--- src/hdl/knn_topk_weighted_vote_assert.svh ---
// ---------------------------------------------------------------------------
// Assertion macros for the k-nearest-neighbor vote block
// Implication checks sampled on the rising clock edge, disabled in reset.
// ---------------------------------------------------------------------------
`ifndef KNN_TOPK_WEIGHTED_VOTE_ASSERT_SVH
`define KNN_TOPK_WEIGHTED_VOTE_ASSERT_SVH

// Same-cycle implication.
`define KNNV_ASSERT_IMPL(label, clk, rstn, ante, cons) \
    label: assert property (@(posedge clk) disable iff (!(rstn)) (ante) |-> (cons)) \
        else $error("knnv assertion failed");

// Next-cycle implication.
`define KNNV_ASSERT_NEXT(label, clk, rstn, ante, cons) \
    label: assert property (@(posedge clk) disable iff (!(rstn)) (ante) |=> (cons)) \
        else $error("knnv assertion failed");

`endif

--- src/hdl/knnv_pkg.sv ---
// ---------------------------------------------------------------------------
// knnv_pkg
// Transfer types and fixed field widths of the k-nearest-neighbor vote block.
// ---------------------------------------------------------------------------
`default_nettype none

package knnv_pkg;

    localparam int DIST_W  = 16;
    localparam int LABEL_W = 4;
    localparam int COUNT_W = 3;

    typedef struct packed {
        logic [DIST_W-1:0]  cand_distance;
        logic [LABEL_W-1:0] cand_label;
        logic               has_candidate;
        logic               end_of_query;
    } item_t;

    typedef struct packed {
        logic [LABEL_W-1:0] predicted_class;
        logic [COUNT_W-1:0] kept_count;
    } result_t;

endpackage

`default_nettype wire

--- src/hdl/knnv_front.sv ---
// ---------------------------------------------------------------------------
// knnv_front
// Sorted top-K list with compare-and-shift insertion; pushes a
// label snapshot and fill count to the queue on every end-of-query transfer.
// ---------------------------------------------------------------------------
`default_nettype none

module knnv_front #(
    parameter int TOP_K       = 5,
    parameter int NUM_CLASSES = 10,
    parameter int DIST_BITS   = 16,
    parameter int FILL_BITS   = 3
) (
    input  wire logic                                   aclk,
    input  wire logic                                   aresetn,
    input  wire logic                                   accept,
    input  wire knnv_pkg::item_t                        item,
    output logic                                        push,
    output logic [TOP_K*knnv_pkg::LABEL_W-1:0]          snap_labels,
    output logic [FILL_BITS-1:0]                        snap_count
);

    localparam int LW = knnv_pkg::LABEL_W;

    logic [DIST_BITS-1:0] dist_reg   [TOP_K];
    logic [LW-1:0]        label_reg  [TOP_K];
    logic [DIST_BITS-1:0] dist_next  [TOP_K];
    logic [LW-1:0]        label_next [TOP_K];
    logic [FILL_BITS-1:0] fill_reg, fill_next;

    logic [DIST_BITS-1:0] cand_d;
    logic                 label_ok;
    logic                 list_full;
    logic                 do_insert;
    logic [TOP_K-1:0]     keep;

    assign cand_d    = DIST_BITS'(item.cand_distance);
    assign label_ok  = ({1'b0, item.cand_label} < (LW+1)'(NUM_CLASSES));
    assign list_full = (fill_reg == FILL_BITS'(TOP_K));
    assign do_insert = accept && item.has_candidate && label_ok &&
                       (!list_full || (cand_d < dist_reg[TOP_K-1]));

    // Valid entries at or below the new distance stay; the list is sorted,
    // so these form a prefix and the candidate lands just behind it.
    genvar gi;
    generate
        for (gi = 0; gi < TOP_K; gi++) begin : g_slot
            assign keep[gi] = (FILL_BITS'(gi) < fill_reg) && (dist_reg[gi] <= cand_d);
            if (gi == 0) begin : g_head
                always_comb begin
                    if (keep[gi]) begin
                        dist_next[gi]  = dist_reg[gi];
                        label_next[gi] = label_reg[gi];
                    end else begin
                        dist_next[gi]  = cand_d;
                        label_next[gi] = item.cand_label;
                    end
                end
            end else begin : g_body
                always_comb begin
                    if (keep[gi]) begin
                        dist_next[gi]  = dist_reg[gi];
                        label_next[gi] = label_reg[gi];
                    end else if (keep[gi-1]) begin
                        dist_next[gi]  = cand_d;
                        label_next[gi] = item.cand_label;
                    end else begin
                        dist_next[gi]  = dist_reg[gi-1];
                        label_next[gi] = label_reg[gi-1];
                    end
                end
            end
            assign snap_labels[gi*LW +: LW] = do_insert ? label_next[gi] : label_reg[gi];
        end
    endgenerate

    assign fill_next  = (do_insert && !list_full) ? fill_reg + FILL_BITS'(1) : fill_reg;
    assign push       = accept && item.end_of_query;
    assign snap_count = fill_next;

    always_ff @(posedge aclk) begin
        if (!aresetn) begin
            fill_reg <= '0;
        end else if (push) begin
            fill_reg <= '0;
        end else begin
            fill_reg <= fill_next;
        end
    end

    always_ff @(posedge aclk) begin
        if (do_insert) begin
            for (int i = 0; i < TOP_K; i++) begin
                dist_reg[i]  <= dist_next[i];
                label_reg[i] <= label_next[i];
            end
        end
    end

endmodule

`default_nettype wire

--- src/hdl/knnv_queue.sv ---
// ---------------------------------------------------------------------------
// knnv_queue
// Two-entry queue of query snapshots between the list and the vote pipeline.
// ---------------------------------------------------------------------------
`default_nettype none

`include "knn_topk_weighted_vote_assert.svh"

module knnv_queue #(
    parameter int WIDTH = 23
) (
    input  wire logic             aclk,
    input  wire logic             aresetn,
    input  wire logic             push,
    input  wire logic [WIDTH-1:0] push_data,
    output logic                  full,
    input  wire logic             pop,
    output logic                  not_empty,
    output logic [WIDTH-1:0]      head_data
);

    logic [WIDTH-1:0] head_reg, tail_reg;
    logic [1:0]       count_reg, count_next;
    logic [1:0]       count_after_pop;

    assign full            = (count_reg == 2'd2);
    assign not_empty       = (count_reg != 2'd0);
    assign head_data       = head_reg;
    assign count_after_pop = count_reg - {1'b0, pop};
    assign count_next      = count_after_pop + {1'b0, push};

    always_ff @(posedge aclk) begin
        if (!aresetn) begin
            count_reg <= '0;
        end else begin
            count_reg <= count_next;
        end
    end

    // Advance tail into head on pop, then drop the new entry into the first free slot.
    always_ff @(posedge aclk) begin
        if (push && (count_after_pop == 2'd0)) begin
            head_reg <= push_data;
        end else if (pop) begin
            head_reg <= tail_reg;
        end
        if (push && (count_after_pop != 2'd0)) begin
            tail_reg <= push_data;
        end
    end

    `KNNV_ASSERT_IMPL(a_no_push_full, aclk, aresetn, push, !full)
    `KNNV_ASSERT_IMPL(a_no_pop_empty, aclk, aresetn, pop, not_empty)
    `KNNV_ASSERT_NEXT(a_push_only_grows, aclk, aresetn, push && !pop,
                      count_reg == $past(count_reg) + 2'd1)
    `KNNV_ASSERT_NEXT(a_pop_only_shrinks, aclk, aresetn, pop && !push,
                      count_reg == $past(count_reg) - 2'd1)

endmodule

`default_nettype wire

--- src/hdl/knnv_back.sv ---
// ---------------------------------------------------------------------------
// knnv_back
// Vote pipeline: per-class rank-weighted scores, then first-maximum select
// into the output register.
// ---------------------------------------------------------------------------
`default_nettype none

module knnv_back #(
    parameter int TOP_K       = 5,
    parameter int NUM_CLASSES = 10,
    parameter int FILL_BITS   = 3
) (
    input  wire logic                              aclk,
    input  wire logic                              aresetn,
    input  wire logic                              snap_valid,
    input  wire logic [TOP_K*knnv_pkg::LABEL_W-1:0] snap_labels,
    input  wire logic [FILL_BITS-1:0]              snap_count,
    output logic                                   snap_pop,
    output logic                                   m_valid,
    input  wire logic                              m_ready,
    output knnv_pkg::result_t                      m_result
);

    localparam int LW = knnv_pkg::LABEL_W;
    localparam int CW = knnv_pkg::COUNT_W;
    localparam int SB = $clog2(TOP_K * (TOP_K + 1) / 2 + 1);

    logic [SB-1:0]        score_next [NUM_CLASSES];
    logic [SB-1:0]        score_reg  [NUM_CLASSES];
    logic [FILL_BITS-1:0] cnt_reg;
    logic                 s1_valid_reg;
    logic                 m_valid_reg;
    knnv_pkg::result_t    result_reg;
    knnv_pkg::result_t    result_next;
    logic [NUM_CLASSES-1:0] winner;
    logic                 out_free;
    logic                 s1_advance;

    assign out_free   = !m_valid_reg || m_ready;
    assign s1_advance = !s1_valid_reg || out_free;
    assign snap_pop   = snap_valid && s1_advance;
    assign m_valid    = m_valid_reg;
    assign m_result   = result_reg;

    // Entry at rank r adds TOP_K - r to its class.
    always_comb begin
        for (int c = 0; c < NUM_CLASSES; c++) begin
            score_next[c] = '0;
            for (int i = 0; i < TOP_K; i++) begin
                if ((FILL_BITS'(i) < snap_count) &&
                    (snap_labels[i*LW +: LW] == LW'(c))) begin
                    score_next[c] = score_next[c] + SB'(TOP_K - i);
                end
            end
        end
    end

    // A class wins if it beats every lower class and ties or beats every higher one.
    always_comb begin
        for (int c = 0; c < NUM_CLASSES; c++) begin
            winner[c] = 1'b1;
            for (int j = 0; j < NUM_CLASSES; j++) begin
                if ((j < c) && !(score_reg[c] > score_reg[j])) begin
                    winner[c] = 1'b0;
                end
                if ((j > c) && (score_reg[c] < score_reg[j])) begin
                    winner[c] = 1'b0;
                end
            end
        end
        result_next.predicted_class = '0;
        for (int c = 0; c < NUM_CLASSES; c++) begin
            if (winner[c]) begin
                result_next.predicted_class = LW'(c);
            end
        end
        result_next.kept_count = CW'(cnt_reg);
    end

    always_ff @(posedge aclk) begin
        if (!aresetn) begin
            s1_valid_reg <= 1'b0;
            m_valid_reg  <= 1'b0;
        end else begin
            if (s1_advance) begin
                s1_valid_reg <= snap_valid;
            end
            if (out_free) begin
                m_valid_reg <= s1_valid_reg;
            end
        end
    end

    always_ff @(posedge aclk) begin
        if (snap_pop) begin
            score_reg <= score_next;
            cnt_reg   <= snap_count;
        end
        if (out_free && s1_valid_reg) begin
            result_reg <= result_next;
        end
    end

endmodule

`default_nettype wire

--- src/hdl/knn_topk_weighted_vote.sv ---
// ---------------------------------------------------------------------------
// knn_topk_weighted_vote
// Streaming top-K nearest-neighbor list with a rank-weighted class vote.
// ---------------------------------------------------------------------------
// Usage:
//   s_ channel carries one item per transfer: a candidate (distance, label,
//   has_candidate) and/or an end_of_query marker. Candidates with a label at
//   or above NUM_CLASSES are dropped. One item per clock if s_ready is high.
//   m_ channel gives one result per end_of_query item: the winning class
//   (lowest class on a tie, class 0 for an empty query) and the number of
//   voting entries, wrapped to 3 bits.
//   Path: an end-of-query snapshot passes through the snapshot queue, the
//   score register and the output register before it shows on m_valid.
//   Throughput: one item per cycle while s_ready is high, through the
//   compare-and-shift insertion over the K list slots; back-to-back queries
//   also run at one per cycle in the vote pipeline while m_ready is high.
//   Stall: when m_ready is low the vote pipeline holds and the two-entry
//   snapshot queue fills; s_ready drops only while that queue is full.
//   Reset: aresetn (synchronous, active low) empties the list, the queue and
//   the pipeline; no result is pending afterwards.
// ---------------------------------------------------------------------------
`default_nettype none

module knn_topk_weighted_vote #(
    parameter int TOP_K       = 5,
    parameter int NUM_CLASSES = 10,
    parameter int DIST_BITS   = 16
) (
    input  wire logic              aclk,
    input  wire logic              aresetn,
    input  wire logic              s_valid,
    output logic                   s_ready,
    input  wire knnv_pkg::item_t   s_item,
    output logic                   m_valid,
    input  wire logic              m_ready,
    output knnv_pkg::result_t      m_result
);

    localparam int LW        = knnv_pkg::LABEL_W;
    localparam int FILL_BITS = $clog2(TOP_K + 1);
    localparam int SNAP_W    = TOP_K * LW + FILL_BITS;

    logic                    accept;
    logic                    push;
    logic [TOP_K*LW-1:0]     front_labels;
    logic [FILL_BITS-1:0]    front_count;
    logic                    queue_full;
    logic                    queue_not_empty;
    logic                    queue_pop;
    logic [SNAP_W-1:0]       queue_head;

    assign s_ready = !queue_full;
    assign accept  = s_valid && s_ready;

    knnv_front #(
        .TOP_K       (TOP_K),
        .NUM_CLASSES (NUM_CLASSES),
        .DIST_BITS   (DIST_BITS),
        .FILL_BITS   (FILL_BITS)
    ) u_front (
        .aclk        (aclk),
        .aresetn     (aresetn),
        .accept      (accept),
        .item        (s_item),
        .push        (push),
        .snap_labels (front_labels),
        .snap_count  (front_count)
    );

    knnv_queue #(
        .WIDTH (SNAP_W)
    ) u_queue (
        .aclk      (aclk),
        .aresetn   (aresetn),
        .push      (push),
        .push_data ({front_labels, front_count}),
        .full      (queue_full),
        .pop       (queue_pop),
        .not_empty (queue_not_empty),
        .head_data (queue_head)
    );

    knnv_back #(
        .TOP_K       (TOP_K),
        .NUM_CLASSES (NUM_CLASSES),
        .FILL_BITS   (FILL_BITS)
    ) u_back (
        .aclk        (aclk),
        .aresetn     (aresetn),
        .snap_valid  (queue_not_empty),
        .snap_labels (queue_head[SNAP_W-1:FILL_BITS]),
        .snap_count  (queue_head[FILL_BITS-1:0]),
        .snap_pop    (queue_pop),
        .m_valid     (m_valid),
        .m_ready     (m_ready),
        .m_result    (m_result)
    );

endmodule

`default_nettype wire

--- config.mk ---
export PLATFORM = sky130hd
export DESIGN_NAME = knn_topk_weighted_vote
export DESIGN_NICKNAME = d
export VERILOG_FILES = /design/src/hdl/knnv_pkg.sv /design/src/hdl/knnv_front.sv /design/src/hdl/knnv_queue.sv /design/src/hdl/knnv_back.sv /design/src/hdl/knn_topk_weighted_vote.sv
export VERILOG_INCLUDE_DIRS = /design/src /design/src/hdl
export SDC_FILE = /design/constraint.sdc
export NUM_CORES = 1
export LEC_CHECK = 0
export BUFFER_PORTS_ARGS = -buffer_cell sky130_fd_sc_hd__buf_4
export CAP_MARGIN = 30
export CORE_MARGIN = 10
export CORE_UTILIZATION = 40
export CTS_BUF_LIST = sky130_fd_sc_hd__clkbuf_4 sky130_fd_sc_hd__clkbuf_8
export CTS_CLUSTER_DIAMETER = 60
export CTS_CLUSTER_SIZE = 16
export DETAILED_ROUTE_END_ITERATION = 8
export GPL_ROUTABILITY_DRIVEN = 0
export PLACE_DENSITY = 0.56
export SYNTH_ARGS = -nofsm -noshare
export SYNTH_HDL_FRONTEND = slang
export SYNTH_HIERARCHICAL = 1
export SYNTH_SLANG_ARGS = --single-unit
export TNS_END_PERCENT = 50
--- constraint.sdc ---
create_clock -name aclk -period 7.7 [get_ports aclk]
set_clock_uncertainty 0.2 [all_clocks]
set_input_delay 1.155 -clock aclk [delete_from_list [all_inputs] [get_ports aclk]]
set_output_delay 1.155 -clock aclk [all_outputs]
set_load 0.005 [all_outputs]
==> run summary, run 1 <==
Placeable Area = 39,000 um^2
Initial Utilization = 40.7%
fin. max-slew vios = 0
Final Hold Fails = 0
Worst Slack Setup Final = 3.07 ns
final wirelength = 41.7 mm
reg2reg path depth = 11
DR pass1 iterations = 7
diodes inserted = 0
fraction of layout cells with a size suffix above 1 = 14.8%
Cell Area, Synth = 15,900 um^2
Clk pin slew, worst setup/hold paths = 0.09 ns
Max transition margin = 38.2%
global route total overflow = 0
Util after Layout = 44.5%
# fillers = 3,648
Synth Flop Type = edfxtp_1
Yosys reg bits = 203
drt wl/cell = 20.4 um
Syn. warnings = 6
DRT iter0 DRCs = 757
final setup violating endpoints = 0
Critical Path, Cell by Cell = buf_4, inv_1, ha_1, nand4_1, nor4_1, a21boi_0, o31a_1, o21a_1, buf_4, nor2b_2, buf_4, mux2_2, mux2_2
detail-routed via count per cell = 5.60
grt met2 use = 28.7%
Rows = 72
crit-path max cell delay = 0.59 ns
Critical-path top delay cell = nor2b_2
Achievable Freq = 0.216 GHz
I/O pin count = 35
RSZ-0062 raised after global routing = false
syn_nets = 1,771
post-route design area = 17,400 um^2
sequential area share after synthesis = 37.9%
Post-synth ARST share = 0%
htree depth = 1
pre-CTS WS = 2.46 ns
Post-synth EDFFs = 196
unique cell type count in the Yosys netlist = 71
Vert. Die Dim = 219 um
IO buf count = 34
latest clock arrival within the worst-skew pair = 0.60 ns
DP HPWL = 31.6 mm
vias in the first global route = 11,333
first-pass GRT wire length = 65.1 mm
P_leak = 7.28 nW
crit path max fanout = 24
crit path DAT = 4.77 ns
Layout Nets = 1,824
clock tree sinks = 203
status = completed
number of flip-flops in the largest register = 80
largest net degree at the start of global routing = 46
hold path depth = 0
crit share post-route = 60.1%
Layout area overhead = 9.26%
VDD IR max = 0.299 mV
Die X = 219 um
M3 GR Usage = 2.35%
CTS tree = done
maxcap violations = 0
Period minus WS final = 4.63 ns
Die Footprint = 48,100 um^2
Post-CTS Resized = 0
post-CTS setup buffers = 0
R2R Setup Slk = 3.47 ns
DRC viols = 0
CTS Buffer Depth = 3
Global Route met1 Usage = 23.3%
critical path type = in2reg
worst min path class = reg2reg
Final TNS setup = 0 ns
most frequent cells in the layout = ha_1 (275), edfxtp_1 (196), inv_1 (108)
Critical Path End Type = flop
CP Data Required Time = 7.84 ns
synthesized netlist cell count = 1,460
gr busiest metal = met2
Global Route Usage Sum = 17.3%
most common cell after layout, fill and taps aside = ha_1
DP Area = 16,800 um^2
cell mode on critical path = buf_4
worst-margin pin slew = 0.919 ns
power density cells = 329 nW/um^2
Antenna Violating Nets Remaining = 0
hold-fix buffers at CTS = 0
CP Launch Type = input port
Mapped Avg Cell Area = 10.9 um^2
vias after detailed routing = 11,471
Root Driver = clkbuf_8
CTS buffer count = 25
initial antenna violation count = 0
[Yosys cell counts (3+ instances only)]
cell / count / area (um^2)
and2_1: 3 / 18.8
o211ai_1: 14 / 105
and3_1: 6 / 37.5
and3b_1: 3 / 26.3
a2111oi_0: 9 / 78.8
dfxtp_1: 7 / 140
or4_1: 6 / 45.0
nor2b_1: 32 / 200
and4_1: 12 / 105
buf_2: 8 / 40.0
nand2b_1: 36 / 225
o2bb2ai_1: 6 / 52.6
a21oi_1: 103 / 515
nand3_1: 28 / 140
ha_1: 275 / 3440
nor3b_1: 3 / 22.5
a211oi_1: 6 / 45.0
or3_1: 5 / 31.3
mux2_4: 20 / 300
fa_1: 10 / 200
nand4_1: 33 / 206
edfxtp_1: 196 / 5890
xor2_1: 13 / 114
a21boi_0: 4 / 30.0
nand2_1: 107 / 402
inv_1: 108 / 405
o21a_1: 16 / 120
xnor2_1: 36 / 315
nor2_1: 50 / 188
o21ai_0: 90 / 450
mux2_2: 98 / 1100
o221ai_1: 3 / 26.3
nor4_1: 16 / 100
clkbuf_1: 8 / 30.0
a21o_1: 10 / 75.1
o31ai_1: 3 / 22.5
a31oi_1: 3 / 18.8
nor3_1: 28 / 140
buf_6: 3 / 33.8
[critical path, delay by kind of cell]
family | cells | cell delay, ns
compound gates | 3 | 0.59
fa+ha+maj | 1 | 0.35
buf+inv | 4 | 0.84
mux | 2 | 0.62
simple gates | 3 | 1.20
[kinds of logic (layout without fill, tap and decap cells)]
logic type | count (synthesis) | in the layout | share of synthesized area (%)
muxes | 120 | 120 | 8.96
buffers and inverters | 129 | 199 | 3.28
DFF | 203 | 203 | 37.9
AOI/OAI and AO/OA | 290 | 290 | 11.2
xor gates and xnor gates | 50 | 50 | 2.84
and+or+nand+nor | 383 | 383 | 12.9
adders and majority gates | 285 | 285 | 22.9
[path summary, 6_finish.rpt]
path / endpoint / start
worst min-delay path: u_back/m_result[1]$_DFFE_PP_ / u_back/cnt_reg[1]$_DFFE_PP_
worst max register to register: u_queue/head_data[18]$_DFFE_PP_ / u_front/dist_reg[4][15]$_DFFE_PP_
worst min register to register: u_back/m_result[1]$_DFFE_PP_ / u_back/cnt_reg[1]$_DFFE_PP_
worst max-delay path: u_queue/head_data[18]$_DFFE_PP_ / s_item[19]
[layer usage]
metal  vias to the layer above  wire length (um)
li1                       5626                 -
met1                      5536             19500
met2                       249             19400
met3                        60              1810
met4                         0               986
met5                         -                 0
[through the flow]
stage | hold WS [ns] | cells | total power [W]
finish | 0.223 | 2048 | 0.00571
global route | 0.244 | 2048 | 0.00622
CTS | 0.227 | 2048 | 0.00573
detailed placement | 0.205 | 2004 | 0.00487
global placement | 0.204 | 2001 | 0.00472
floorplan | 0.200 | 1460 | 0.00389
[area by class of cell]
cell class	count	area (um^2)	share of cell area (%)
Sequential cell	203	6030	34.7
Clock inverter	18	185	1.07
Timing Repair Buffer	47	370	2.13
Multi-Input combinational cell	1128	9380	54.0
Inverter	108	405	2.33
Clock buffer	26	352	2.02
Tap cell	518	648	3.73
[report_power, final]
| group | internal (W) | switching, W |
|---|---|---|
| registers | 0.00157 | 0.000428 |
| logic | 0.00120 | 0.00167 |
| clock network | 0.000348 | 0.000493 |
(Power assumes the default switching activity.)
==> run 2, diff against run 1 <==
--- a/config.mk
+++ b/config.mk
@@ -6,6 +6,7 @@
 export SDC_FILE = /design/constraint.sdc
 export NUM_CORES = 1
 export LEC_CHECK = 0
+export ABC_AREA = 1
 export BUFFER_PORTS_ARGS = -buffer_cell sky130_fd_sc_hd__buf_4
 export CAP_MARGIN = 30
 export CORE_MARGIN = 10
==> constraint.sdc (replaced) <==
create_clock -name aclk -period 4 [get_ports aclk]
set_clock_uncertainty 0.2 [all_clocks]
set_input_delay 0.6 -clock aclk [delete_from_list [all_inputs] [get_ports aclk]]
set_output_delay 0.6 -clock aclk [all_outputs]
set_load 0.005 [all_outputs]
==> run 2 against run 1 <==
Routed wire length down 1.8%. Cell area up 6.9%. Critical endpoint is now u_queue/head_data[13]$_DFFE_PP_. Via count up 18%. Non-clock buffer count up 22. Count of clock-buffer cells in the layout up 1. Combinational power up 120%. Synthesized cell count up 43%. Register-to-register slack worse by 2.4 ns. Clock power up 130%. Sequential cell count unchanged.
==> run summary, run 2 <==
DRT iter0 DRCs = 687 (was 757)
Period minus WS final = 3.13 ns
Post-synth top cells = nand2_1 (641), inv_1 (317), ha_1 (275), edfxtp_1 (196), o21ai_0 (120) (was ha_1 (275), edfxtp_1 (196), inv_1 (108), nand2_1 (107), a21oi_1 (103))
htree depth = 1 (unchanged)
sequential share of power = 31.5% (was 35.0%)
top-count cell post-synth = nand2_1 (was ha_1)
Initial Utilization = 40.2% (was 40.7%)
hold-fix buffers at CTS = 18 (was 0)
Antenna Violating Nets Remaining = 0 (unchanged)
Die X = 225 um (was 219 um)
RSZ-0062 raised after global routing = false (unchanged)
Net Sw Frac = 47.9% (was 45.4%)
Final TNS setup = 0 ns (unchanged)
adder-cell share of the synthesized area = 21.7% (was 22.9%)
min-delay src = s_item[0] (was u_back/cnt_reg[1]$_DFFE_PP_)
fin. max-slew vios = 0 (unchanged)
fin cells = 2,724 (was 2,048)
crit path DAT = 3.25 ns (was 4.77 ns)
crit path max fanout = 17 (was 24)
Yosys reg bits = 203 (unchanged)
Cell Area, Synth = 16,800 um^2 (was 15,900 um^2)
final setup violating endpoints = 0 (unchanged)
cell mode on critical path = nand2_1 (was buf_4)
most frequent cells in the layout = nand2_1 (641), inv_1 (316), ha_1 (275) (was ha_1 (275), edfxtp_1 (196), inv_1 (108))
Worst Slack Setup Final = 0.874 ns (was 3.07 ns)
global route total overflow = 0 (unchanged)
IO buf count = 34 (unchanged)
Critical Path, Cell by Cell = dlygate4sd3_1, buf_4, inv_1, ha_1, nand2_1, nor2_1, nand2_1, nand2_1, nand2_1, nand2_1, nand2_2, a21oi_4, buf_4, nand2_1, nand2_1, nand2_1, inv_1, o21ai_1 (was buf_4, inv_1, ha_1, nand4_1, nor4_1, a21boi_0, o31a_1, o21a_1, buf_4, nor2b_2, buf_4, mux2_2, mux2_2)
sequential area share after synthesis = 35.9% (was 37.9%)
post-synthesis compound-gate area fraction = 9.47% (was 11.2%)
CTS buffer count = 27 (was 25)
CP Launch Type = input port (unchanged)
Post-CTS Resized = 0 (unchanged)
Syn. warnings = 6 (unchanged)
detail-routed via count per cell = 4.96 (was 5.60)
DR pass1 iterations = 7 (unchanged)
Worst Setup SP = s_item[13] (was s_item[19])
pre-CTS WS = 0.762 ns (was 2.46 ns)
post-CTS setup buffers = 0 (unchanged)
simple-gate portion of the synthesized area = 23.7% (was 12.9%)
largest net degree at the start of global routing = 47 (was 46)
DRC viols = 0 (unchanged)
VDD IR max = 0.557 mV (was 0.299 mV)
Post-synth EDFFs = 196 (unchanged)
CTS tree = done (unchanged)
Achievable Freq = 0.320 GHz
hold path depth = 4 (was 0)
internal power = 0.00632 W (was 0.00312 W)
synthesized netlist cell count = 2,088 (was 1,460)
synth top area cells = edfxtp_1 (35%), ha_1 (20%), nand2_1 (14%), inv_1 (7.1%), o21ai_0 (3.6%) (was edfxtp_1 (37%), ha_1 (22%), mux2_2 (6.9%), a21oi_1 (3.2%), o21ai_0 (2.8%))
NetSw = 0.00581 W (was 0.00259 W)
maxcap violations = 0 (unchanged)
# fillers = 4,080 (was 3,648)
syn_nets = 2,399 (was 1,771)
DP HPWL = 32.1 mm (was 31.6 mm)
Placeable Area = 41,800 um^2 (was 39,000 um^2)
Rows = 75 (was 72)
drt wl/cell = 15.0 um (was 20.4 um)
Critical-path top delay cell = dlygate4sd3_1 (was nor2b_2)
Synth Flop Type = edfxtp_1 (unchanged)
Mapped Avg Cell Area = 8.05 um^2 (was 10.9 um^2)
clock power share = 15.9% (was 14.7%)
Final Hold Slack = 0.131 ns (was 0.223 ns)
diodes inserted = 0 (unchanged)
CTS Buffer Depth = 3 (unchanged)
Die Footprint = 50,600 um^2 (was 48,100 um^2)
status = completed (unchanged)
unique cell type count in the Yosys netlist = 47 (was 71)
multiplexer area fraction after synthesis = 0% (was 8.96%)
number of flip-flops in the largest register = 80 (unchanged)
Yosys top cell by area = edfxtp_1 (unchanged)
reg2reg path depth = 8 (was 11)
vias after detailed routing = 13,506 (was 11,471)
critical path type = in2reg (unchanged)
largest family of logic cells by synthesized area = simple AND/OR/NAND/NOR gates (was adder cells)
CP Data Required Time = 4.13 ns (was 7.84 ns)
clock tree sinks = 203 (unchanged)
latest clock arrival within the worst-skew pair = 0.62 ns (was 0.60 ns)
vias in the first global route = 13,197 (was 11,333)
Clk pin slew, worst setup/hold paths = 0.09 ns (about the same)
I/O pin count = 35 (unchanged)
Layout area overhead = 10.5% (was 9.26%)
initial antenna violation count = 0 (unchanged)
first-pass GRT wire length = 66.9 mm (was 65.1 mm)
worst min path class = in2reg (was reg2reg)
Layout Nets = 2,475 (was 1,824)
final wirelength = 40.9 mm (was 41.7 mm)
P_leak = 9.42 nW (was 7.28 nW)
Comb pwr share = 52.5% (was 50.3%)
most common cell after layout, fill and taps aside = nand2_1 (was ha_1)
Root Driver = clkbuf_8 (unchanged)
XOR/XNOR Fraction of Synth Area = 1.26% (was 2.84%)
Final Hold Fails = 0 (unchanged)
Critical Path End Type = flop (unchanged)
top cell type's share of synthesized area = 35.0% (was 37.0%)
Post-synth ARST share = 0% (unchanged)
Max transition margin = 39.8% (was 38.2%)
fraction of layout cells with a size suffix above 1 = 7.64% (was 14.8%)
Vert. Die Dim = 225 um (was 219 um)
Global Route Usage Sum = 16.4% (was 17.3%)
crit-path max cell delay = 0.53 ns (was 0.59 ns)
R2R Path Start = u_queue/head_data[2]$_DFFE_PP_ (was u_front/dist_reg[4][15]$_DFFE_PP_)
crit share post-route = 78.1%
cell total after placement = 2,656 (was 2,004)
worst-margin pin slew = 0.894 ns (was 0.919 ns)
power density cells = 653 nW/um^2 (was 329 nW/um^2)
[run 2: changes by cell type in the layout (fill, tap and decap cells not counted), sizes merged, moves of 12 or more]
cell / previous run / this run
a2111oi: 12 / 0
and4: 12 / 0
dlygate4sd3: 0 / 18
inv: 116 / 329
mux2: 118 / 0
nand2: 107 / 664
nand2b: 36 / 0
nand3: 28 / 98
nor2: 50 / 124
nor2b: 32 / 1
o21a: 16 / 3
o21ai: 90 / 149
xnor2: 36 / 2
[run 2: worst max-delay path: cells and delay by family]
family / cells / cell delay [ns]
AND/OR/NAND/NOR: 10 / 0.91
buffers and inverters: 5 / 1.26
AO/OA/AOI/OAI: 2 / 0.26
adder cells (fa/ha/maj): 1 / 0.21
[run 2: power groups by stage]
stage	registers (W)	logic, W	clock network [W]
CTS	0.00382	0.00640	0.00200
global route	0.00389	0.00748	0.00209
detailed placement	0.00387	0.00636	0
floorplan	0.00350	0.00475	0
global placement	0.00386	0.00606	0
finish	0.00382	0.00637	0.00193
[run 2: layer usage]
metal  GRT usage [%]  routed length [um]
met3            1.90                1270
met5               0                   0
met2            29.2               20000
met4            5.94                1380
met1            20.0               18300
[run 2: through the flow]
stage,cell area (um^2),utilization [%],power [W]
after global placement,17700,42.4,0.00991
final,18600,44.4,0.0121
after detailed placement,17700,42.4,0.0102
after global routing,18600,44.4,0.0135
after floorplan,16800,-,0.00825
after CTS,18600,44.4,0.0122
[run 2: logic make-up after synthesis]
family | Yosys count
flops | 203
xor+xnor | 22
compound gates | 288
buf+inv | 343
fa+ha+maj | 285
simple gates | 947
[run 2: path summary, 6_finish.rpt]
check	end	slack (ns)
setup reg to reg	u_back/score_reg[30]$_DFFE_PP_	1.06
setup / recovery	u_queue/head_data[13]$_DFFE_PP_	0.87
hold reg to reg	u_back/m_result[0]$_DFFE_PP_	0.20
hold / removal	u_front/fill_reg[2]$_SDFF_PP0_	0.13
[run 2: area by class of cell]
cell class | count | area (um^2) | share of cell area, %
repair buffers | 69 | 561 | 3.02
flip-flops and latches | 203 | 6030 | 32.5
multi-input cells | 1542 | 9430 | 50.8
clock buffers | 27 | 372 | 2.00
well taps | 539 | 674 | 3.63
clock inverters | 23 | 295 | 1.59
inverters | 321 | 1200 | 6.49
